<file path="src/rtl/core/sspq_pkg.sv">
// sspq_pkg: shared types and codes for the stable sorted priority queue
// no dependencies; imported by the cell and the top level

package sspq_pkg;

  // operation codes carried in the kind field of an input item
  typedef enum logic {
    KIND_PUSH = 1'b0,
    KIND_POP  = 1'b1
  } kind_t;

  // per-cycle command broadcast from the top level to every cell
  typedef struct packed {
    logic push;  // accepted push that fits
    logic pop;   // accepted pop of a stored entry
  } cell_ctrl_t;

endpackage : sspq_pkg

</file>
<file path="src/rtl/core/sspq_in_if.sv">
// sspq_in_if: input channel of the priority queue, valid/ready plus item fields
// no dependencies

interface sspq_in_if #(
  parameter int PRIORITY_BITS = 16,
  parameter int PAYLOAD_BITS  = 32
);
  logic                     valid;
  logic                     ready;
  logic                     kind;
  logic [PRIORITY_BITS-1:0] priority_req;
  logic [PAYLOAD_BITS-1:0]  payload;

  modport source (output valid, output kind, output priority_req, output payload,
                  input ready);
  modport sink   (input valid, input kind, input priority_req, input payload,
                  output ready);
endinterface : sspq_in_if

</file>
<file path="src/rtl/core/sspq_out_if.sv">
// sspq_out_if: result channel of the priority queue, valid/ready plus item fields
// no dependencies

interface sspq_out_if #(
  parameter int PRIORITY_BITS = 16,
  parameter int PAYLOAD_BITS  = 32
);
  logic                     valid;
  logic                     ready;
  logic                     out_valid;
  logic [PRIORITY_BITS-1:0] out_priority;
  logic [PAYLOAD_BITS-1:0]  out_payload;
  logic                     rejected;
  logic                     now_empty;
  logic                     now_full;

  modport source (output valid, output out_valid, output out_priority,
                  output out_payload, output rejected, output now_empty,
                  output now_full, input ready);
  modport sink   (input valid, input out_valid, input out_priority,
                  input out_payload, input rejected, input now_empty,
                  input now_full, output ready);
endinterface : sspq_out_if

</file>
<file path="src/rtl/core/sspq_cell.sv">
// sspq_cell: one slot of the sorted chain, holds an entry and an occupied flag
// depends on sspq_pkg (cell_ctrl_t)

module sspq_cell
  import sspq_pkg::*;
#(
  parameter int PRIORITY_BITS = 16,
  parameter int PAYLOAD_BITS  = 32
) (
  input  logic                     clk,
  input  logic                     rst_n,
  input  cell_ctrl_t               ctrl,
  input  logic [PRIORITY_BITS-1:0] new_prio,
  input  logic [PAYLOAD_BITS-1:0]  new_pay,
  input  logic                     left_occ,
  input  logic                     left_gt,
  input  logic [PRIORITY_BITS-1:0] left_prio,
  input  logic [PAYLOAD_BITS-1:0]  left_pay,
  input  logic                     right_occ,
  input  logic [PRIORITY_BITS-1:0] right_prio,
  input  logic [PAYLOAD_BITS-1:0]  right_pay,
  output logic                     occ,
  output logic                     gt,
  output logic [PRIORITY_BITS-1:0] prio,
  output logic [PAYLOAD_BITS-1:0]  pay
);

  logic                     occ_r, occ_nxt;
  logic [PRIORITY_BITS-1:0] prio_r, prio_nxt;
  logic [PAYLOAD_BITS-1:0]  pay_r, pay_nxt;

  // free slot or strictly larger priority: new entry goes at or before here
  assign gt = !occ_r || (prio_r > new_prio);

  always_comb begin
    occ_nxt  = occ_r;
    prio_nxt = prio_r;
    pay_nxt  = pay_r;
    if (ctrl.push) begin
      if (left_gt) begin
        occ_nxt  = left_occ;
        prio_nxt = left_prio;
        pay_nxt  = left_pay;
      end else if (gt) begin
        occ_nxt  = 1'b1;
        prio_nxt = new_prio;
        pay_nxt  = new_pay;
      end
    end else if (ctrl.pop) begin
      occ_nxt  = right_occ;
      prio_nxt = right_prio;
      pay_nxt  = right_pay;
    end
  end

  always_ff @(posedge clk) begin
    if (!rst_n) begin
      occ_r <= 1'b0;
    end else begin
      occ_r <= occ_nxt;
    end
  end

  always_ff @(posedge clk) begin
    prio_r <= prio_nxt;
    pay_r  <= pay_nxt;
  end

  assign occ  = occ_r;
  assign prio = prio_r;
  assign pay  = pay_r;

endmodule : sspq_cell

</file>
<file path="src/rtl/core/stable_sorted_priority_queue_core.sv">
// stable_sorted_priority_queue_core: top level of the min-first sorted queue
// depends on sspq_pkg, sspq_in_if, sspq_out_if and sspq_cell

// Min-first priority queue built as a chain of CAPACITY cells, slot 0 at the
// front. Every cell compares the pushed priority with its own in parallel, so
// a push lands behind all entries of lower or equal priority (equal priorities
// leave in arrival order) and a pop shifts the chain one slot forward. Each
// input item gives exactly one result item. The chain updates at the edge that
// accepts an item and the result sits in an output register from the next cycle,
// so one item per cycle is sustained while the result side takes items; the
// single per-cell compare sets that figure.
// A push into a full queue is dropped and flagged as rejected, a pop of an
// empty queue returns zeros with out_valid low. Every result also reports
// whether the queue is empty and full after the item. No clearing pass:
// the queue is empty straight out of reset.

module stable_sorted_priority_queue_core
  import sspq_pkg::*;
#(
  parameter int CAPACITY      = 16,
  parameter int PRIORITY_BITS = 16,
  parameter int PAYLOAD_BITS  = 32
) (
  input  logic       clk,
  input  logic       rst_n,
  sspq_in_if.sink    in_ch,
  sspq_out_if.source out_ch
);

  // chain state as seen on the cell outputs
  logic [CAPACITY-1:0]      occ_w;
  logic [CAPACITY-1:0]      gt_w;
  logic [PRIORITY_BITS-1:0] prio_w [CAPACITY];
  logic [PAYLOAD_BITS-1:0]  pay_w  [CAPACITY];

  logic       in_acc;
  logic       is_pop;
  logic       empty_now;
  logic       full_now;
  cell_ctrl_t ctrl;

  // result register
  logic                     vld_r,   vld_nxt;
  logic                     ov_r,    ov_nxt;
  logic [PRIORITY_BITS-1:0] oprio_r, oprio_nxt;
  logic [PAYLOAD_BITS-1:0]  opay_r,  opay_nxt;
  logic                     rej_r,   rej_nxt;
  logic                     emp_r,   emp_nxt;
  logic                     ful_r,   ful_nxt;

  // take a new item whenever the result register is free or being drained
  assign in_ch.ready = !vld_r || out_ch.ready;
  assign in_acc      = in_ch.valid && in_ch.ready;
  assign is_pop      = (in_ch.kind == KIND_POP);

  // occupancy is a thermometer code from the front
  assign empty_now = !occ_w[0];
  assign full_now  = occ_w[CAPACITY-1];

  assign ctrl.push = in_acc && !is_pop && !full_now;
  assign ctrl.pop  = in_acc && is_pop && !empty_now;

  // row of cells, each wired to its neighbours
  for (genvar i = 0; i < CAPACITY; i++) begin : g_cell
    logic                     l_occ, l_gt, r_occ;
    logic [PRIORITY_BITS-1:0] l_prio, r_prio;
    logic [PAYLOAD_BITS-1:0]  l_pay,  r_pay;

    if (i == 0) begin : g_front
      assign l_occ  = 1'b0;
      assign l_gt   = 1'b0;
      assign l_prio = '0;
      assign l_pay  = '0;
    end else begin : g_mid_l
      assign l_occ  = occ_w[i-1];
      assign l_gt   = gt_w[i-1];
      assign l_prio = prio_w[i-1];
      assign l_pay  = pay_w[i-1];
    end

    if (i == CAPACITY - 1) begin : g_back
      assign r_occ  = 1'b0;
      assign r_prio = '0;
      assign r_pay  = '0;
    end else begin : g_mid_r
      assign r_occ  = occ_w[i+1];
      assign r_prio = prio_w[i+1];
      assign r_pay  = pay_w[i+1];
    end

    sspq_cell #(
      .PRIORITY_BITS (PRIORITY_BITS),
      .PAYLOAD_BITS  (PAYLOAD_BITS)
    ) u_cell (
      .clk        (clk),
      .rst_n      (rst_n),
      .ctrl       (ctrl),
      .new_prio   (in_ch.priority_req),
      .new_pay    (in_ch.payload),
      .left_occ   (l_occ),
      .left_gt    (l_gt),
      .left_prio  (l_prio),
      .left_pay   (l_pay),
      .right_occ  (r_occ),
      .right_prio (r_prio),
      .right_pay  (r_pay),
      .occ        (occ_w[i]),
      .gt         (gt_w[i]),
      .prio       (prio_w[i]),
      .pay        (pay_w[i])
    );
  end

  // build the result of the accepted item
  always_comb begin
    vld_nxt   = vld_r;
    ov_nxt    = ov_r;
    oprio_nxt = oprio_r;
    opay_nxt  = opay_r;
    rej_nxt   = rej_r;
    emp_nxt   = emp_r;
    ful_nxt   = ful_r;
    if (out_ch.ready) begin
      vld_nxt = 1'b0;
    end
    if (in_acc) begin
      vld_nxt   = 1'b1;
      ov_nxt    = ctrl.pop;
      oprio_nxt = ctrl.pop ? prio_w[0] : '0;
      opay_nxt  = ctrl.pop ? pay_w[0] : '0;
      rej_nxt   = !is_pop && full_now;
      // flags after the item
      if (ctrl.push) begin
        emp_nxt = 1'b0;
        ful_nxt = occ_w[CAPACITY-2];
      end else if (ctrl.pop) begin
        emp_nxt = !occ_w[1];
        ful_nxt = 1'b0;
      end else begin
        emp_nxt = empty_now;
        ful_nxt = full_now;
      end
    end
  end

  always_ff @(posedge clk) begin
    if (!rst_n) begin
      vld_r <= 1'b0;
    end else begin
      vld_r <= vld_nxt;
    end
  end

  always_ff @(posedge clk) begin
    ov_r    <= ov_nxt;
    oprio_r <= oprio_nxt;
    opay_r  <= opay_nxt;
    rej_r   <= rej_nxt;
    emp_r   <= emp_nxt;
    ful_r   <= ful_nxt;
  end

  assign out_ch.valid        = vld_r;
  assign out_ch.out_valid    = ov_r;
  assign out_ch.out_priority = oprio_r;
  assign out_ch.out_payload  = opay_r;
  assign out_ch.rejected     = rej_r;
  assign out_ch.now_empty    = emp_r;
  assign out_ch.now_full     = ful_r;

`ifndef SYNTH
  // occupied slots always form a contiguous run from the front
  a_thermo : assert property (@(posedge clk) disable iff (!rst_n)
    ((occ_w + CAPACITY'(1)) & occ_w) == '0)
    else $error("occupancy not contiguous");

  // the two front entries stay in priority order
  a_sorted : assert property (@(posedge clk) disable iff (!rst_n)
    occ_w[1] |-> (prio_w[0] <= prio_w[1]))
    else $error("front entries out of order");

  // a push into a full queue is reported as rejected and leaves it full
  a_reject : assert property (@(posedge clk) disable iff (!rst_n)
    (in_acc && !is_pop && full_now) |=> (out_ch.rejected && full_now))
    else $error("full push not rejected");

  // a pop of a stored entry returns the old front
  a_pop : assert property (@(posedge clk) disable iff (!rst_n)
    ctrl.pop |=> (out_ch.out_valid && out_ch.out_priority == $past(prio_w[0])))
    else $error("pop returned wrong entry");

  // reported flags match the chain after the item
  a_flags : assert property (@(posedge clk) disable iff (!rst_n)
    in_acc |=> (out_ch.now_empty == empty_now && out_ch.now_full == full_now))
    else $error("status flags disagree with chain");
`endif

endmodule : stable_sorted_priority_queue_core

</file>
<file path="src/flat_wrapper.sv">
// flat-port wrapper written by rule: the top's interface ports become plain ports
module stable_sorted_priority_queue_core_flat import sspq_pkg::*;
#(
  parameter int CAPACITY      = 16,
  parameter int PRIORITY_BITS = 16,
  parameter int PAYLOAD_BITS  = 32
)
  (clk, rst_n, in_ch_valid, in_ch_kind, in_ch_priority_req, in_ch_payload, in_ch_ready, out_ch_valid, out_ch_out_valid, out_ch_out_priority, out_ch_out_payload, out_ch_rejected, out_ch_now_empty, out_ch_now_full, out_ch_ready);
  sspq_in_if #(.PRIORITY_BITS(PRIORITY_BITS), .PAYLOAD_BITS(PAYLOAD_BITS)) in_ch_i ();
  sspq_out_if #(.PRIORITY_BITS(PRIORITY_BITS), .PAYLOAD_BITS(PAYLOAD_BITS)) out_ch_i ();
  input  logic clk;
  input  logic rst_n;
  input wire logic [$bits(in_ch_i.valid)-1:0] in_ch_valid;
  input wire logic [$bits(in_ch_i.kind)-1:0] in_ch_kind;
  input wire logic [$bits(in_ch_i.priority_req)-1:0] in_ch_priority_req;
  input wire logic [$bits(in_ch_i.payload)-1:0] in_ch_payload;
  output wire logic [$bits(in_ch_i.ready)-1:0] in_ch_ready;
  output wire logic [$bits(out_ch_i.valid)-1:0] out_ch_valid;
  output wire logic [$bits(out_ch_i.out_valid)-1:0] out_ch_out_valid;
  output wire logic [$bits(out_ch_i.out_priority)-1:0] out_ch_out_priority;
  output wire logic [$bits(out_ch_i.out_payload)-1:0] out_ch_out_payload;
  output wire logic [$bits(out_ch_i.rejected)-1:0] out_ch_rejected;
  output wire logic [$bits(out_ch_i.now_empty)-1:0] out_ch_now_empty;
  output wire logic [$bits(out_ch_i.now_full)-1:0] out_ch_now_full;
  input wire logic [$bits(out_ch_i.ready)-1:0] out_ch_ready;
  assign in_ch_i.valid = in_ch_valid;
  assign in_ch_i.kind = in_ch_kind;
  assign in_ch_i.priority_req = in_ch_priority_req;
  assign in_ch_i.payload = in_ch_payload;
  assign in_ch_ready = in_ch_i.ready;
  assign out_ch_valid = out_ch_i.valid;
  assign out_ch_out_valid = out_ch_i.out_valid;
  assign out_ch_out_priority = out_ch_i.out_priority;
  assign out_ch_out_payload = out_ch_i.out_payload;
  assign out_ch_rejected = out_ch_i.rejected;
  assign out_ch_now_empty = out_ch_i.now_empty;
  assign out_ch_now_full = out_ch_i.now_full;
  assign out_ch_i.ready = out_ch_ready;
  stable_sorted_priority_queue_core #(.CAPACITY(CAPACITY), .PRIORITY_BITS(PRIORITY_BITS), .PAYLOAD_BITS(PAYLOAD_BITS)) u_core (.clk(clk), .rst_n(rst_n), .in_ch(in_ch_i), .out_ch(out_ch_i));
endmodule
</file>
<file path="config.mk">
export PLATFORM = sky130hd
export DESIGN_NAME = stable_sorted_priority_queue_core_flat
export DESIGN_NICKNAME = d
export VERILOG_FILES = /design/src/rtl/core/sspq_pkg.sv /design/src/rtl/core/sspq_in_if.sv /design/src/rtl/core/sspq_out_if.sv /design/src/rtl/core/sspq_cell.sv /design/src/rtl/core/stable_sorted_priority_queue_core.sv /design/src/flat_wrapper.sv
export SDC_FILE = /design/constraint.sdc
export NUM_CORES = 2
export LEC_CHECK = 0
export BUFFER_PORTS_ARGS = -buffer_cell sky130_fd_sc_hd__clkbuf_2
export CORE_AREA = 2 2 371 409
export CTS_BUF_LIST = sky130_fd_sc_hd__clkbuf_4 sky130_fd_sc_hd__clkbuf_8
export CTS_CLUSTER_DIAMETER = 100
export CTS_CLUSTER_SIZE = 16
export DETAILED_ROUTE_END_ITERATION = 16
export DIE_AREA = 0 0 373 411
export SYNTH_ARGS = -nofsm -noshare
export SYNTH_HDL_FRONTEND = slang
export SYNTH_SLANG_ARGS = --single-unit
</file>
<file path="constraint.sdc">
create_clock -name clk -period 7.85 [get_ports clk]
set_input_delay 0.3925 -clock clk [delete_from_list [all_inputs] [get_ports clk]]
set_output_delay 0.3925 -clock clk [all_outputs]
set_load 0.02 [all_outputs]
</file>
==> reports/results.txt <==
register bit total from synthesis: 837
Final setup viols: 0
Worst Hold Class: primary input to flop
mapped cell area: 0.05039 mm2
Max FO, Critical Path: 26
synthesized net count: 5,404
top cell type's share of synthesized area: 0.4887
drt drc: 0
DR pass1 iterations: 6
Overall Global Routing Usage: 0.2245
clk sinks: 837
Max Cap Viol: 0
Final ANT Viol Nets: 0
fin crit share: 0.5976
number of DRC markers in iteration 0: 5,079
worst skew pair latency: 0.85 ns
synthesized instance count: 5,111
post-synth cell types: 60
final wirelength: 179,200 um
Synth Flop Type: edfxtp_1
status: finished, final reports clean
TritonCTS Buffers: 60
nets: 5,151
CP Capture Type: flop
DR vias: 42,530
DP Area: 0.05231 mm2
Die W: 373 um
Reg2Reg Depth: 8
post-route cell area: 0.05347 mm2
Placer Congestion: 0.9113
total negative slack: 0 ns
IO buf count: 106
pre-CTS setup slack: 2.291 ns
r2r endpoint: u_core.g_cell[11].u_cell.pay[30]
kind of critical path: primary input to flop
worst setup margin: 3.159 ns
Critical Path Source Type: primary input
static leakage: 18.96 nW
Yosys warnings: 0
EDFF count, synth: 820
Synth Area per Inst: 9.859 um2
Final Skew: 0.03587 ns
commonest non-fill, non-tap cells in the layout: edfxtp_1 (820), nand2_1 (689), o21ai_0 (475), a21oi_1 (351), nor2_1 (316)
CTS H-tree depth: 2
CP arrival: 5.18 ns
Critical Path RT: 8.34 ns
Critical R2R Launch: u_core.g_cell[0].u_cell.occ
most common cell after layout, fill and taps aside: edfxtp_1
RSZ-0062 raised after global routing: no
I/O Pins: 107
Final Hold Viols: 0
Initial Util: 0.3374
PD cells: 187.9 mW/mm2
area leader, netlist: edfxtp_1
time the worst path needs with I/O delays and setup: 4.691 ns
register area share after synthesis: 0.4954
max-slew violations: 0
first-pass GRT wire length: 267,100 um
Post-synth ARST share: 0
Cell Rows: 149
initial antenna violation count: 7
die area: 0.1533 mm2
Slew HR: 0.1965
f_max: 213.2 MHz
core footprint: 0.1493 mm2
DP Wirelength: 113,700 um
Peak supply drop: 133.2 uV
Die H: 411 um
CP startpoint: in_ch_priority_req[12]
wire length per cell: 26.14 um
clock root buffer: clkbuf_8
total gr overflow: 0
CP endpoint: u_core.g_cell[11].u_cell.pay[30]
Hold Worst Slack: 0.1446 ns
FF-to-FF setup slack: 3.32 ns
CTS tree: yes
maximum buffer depth of the clock tree: 3
measured slew at the worst slew-check pin: 1.205 ns
register clock-pin slew on the reported worst setup and hold paths: 0.12 ns
vias in the first global route: 41,250
Layout area overhead: 6.106%
via/cell ratio: 6.206
Synth area leaders: edfxtp_1 (49%), ha_1 (6.0%), nand2_1 (5.2%)
share of cells above drive strength 1: 0.1014
largest net degree at the start of global routing: 238
-- metrics by stage --
stage	std cells	util	power, mW
after floorplan	5111	-	6.968
after global placement	6756	0.3503	7.565
after detailed placement	6756	0.3503	7.619
after CTS	6846	0.3579	10.07
after global routing	6849	0.3580	10.44
final	6853	0.3580	10.05
-- layout make-up --
class / count / area [um2]
Inverter: 52 / 196.4
Timing Repair Buffer: 213 / 1391
Clock buffer: 79 / 987.2
Multi-Input combinational cell: 3694 / 23310
Antenna cell: 7 / 17.52
Sequential cell: 837 / 24980
Clock inverter: 8 / 120.1
Tap cell: 1963 / 2456
Fill cell: 14903 / 95860
-- critical path: stages --
cell	delay, ns
clkbuf_2	0.34
clkinv_1	0.76
ha_1	0.61
inv_1	0.05
nor4_1	0.43
o211ai_1	0.23
a21boi_4	0.57
nor2_1	0.22
a21oi_4	0.91
buf_4	0.59
-- cell usage after synthesis (54+ instances only) --
library cell,instances
edfxtp_1,820
clkbuf_1,342
o22ai_1,225
a21oi_1,361
buf_2,95
nand4_1,74
nand2b_1,145
nand3_1,236
nor2_1,317
a31oi_1,54
ha_1,240
mux2i_1,142
buf_1,66
nand2_1,694
o211ai_1,171
o221a_1,76
o221ai_1,67
o21ai_0,477
o221a_2,113
-- sequential cells by signal, summed over array words and instances, names as in the netlist --
name                        count
u_core.out_ch.out_valid         1
u_core.out_ch.rejected          1
u_core.out_ch.now_full          1
u_core.out_ch.out_priority     16
u_core.out_ch.now_empty         1
u_core.g_cell.u_cell.occ       16
u_core.g_cell.u_cell.pay      512
u_core.out_ch.out_payload      32
u_core.out_ch.valid             1
u_core.g_cell.u_cell.prio     256
-- power breakdown --
part           total (mW)  switching, mW  internal, mW
Clock                2.48           1.60         0.885
Sequential           5.69          0.308          5.38
Combinational        1.88           1.24         0.640
Total                10.0           3.14          6.90
-- logic make-up (layout without fill, tap and decap cells) --
group	count (synthesis)	in the layout	share of synthesized area
compound gates	1720	1720	0.2251
simple gates	1592	1592	0.1434
flops	837	837	0.4954
buf+inv	580	352	0.04832
fa+ha+maj	240	240	0.05959
mux	142	142	0.02821
other cells	0	7	0
-- what timing repair did --
action / 4_1_cts / 5_1_grt
hold buffers: 3 / 0
setup buffers: 0 / 0
hold endpoints to repair: 2 / 0
resized for setup: 0 / 0
-- worst min path at each step --
stage,start,endpoint,depth (start not counted)
after floorplan,u_core.g_cell[1].u_cell.occ,u_core.g_cell[1].u_cell.occ,1
after global placement,u_core.g_cell[1].u_cell.occ,u_core.g_cell[1].u_cell.occ,1
after detailed placement,u_core.g_cell[1].u_cell.occ,u_core.g_cell[1].u_cell.occ,1
after CTS,in_ch_payload[15],u_core.g_cell[10].u_cell.pay[15],3
after global routing,in_ch_payload[15],u_core.g_cell[10].u_cell.pay[15],3
final,in_ch_payload[24],u_core.g_cell[5].u_cell.pay[24],3
-- layer usage --
layer | global-route usage | routed length [um] | part of all wire | vias to the layer above
met4 | 0.08368 | 6524 | 0.036 | 2
li1 | - | - | - | 18851
met2 | 0.3688 | 83910 | 0.47 | 2116
met5 | 0 | 13 | 0.000073 | -
met1 | 0.2985 | 73380 | 0.41 | 21153
met3 | 0.03515 | 15340 | 0.086 | 408
No activity file was read; power rests on OpenSTA's default activity.
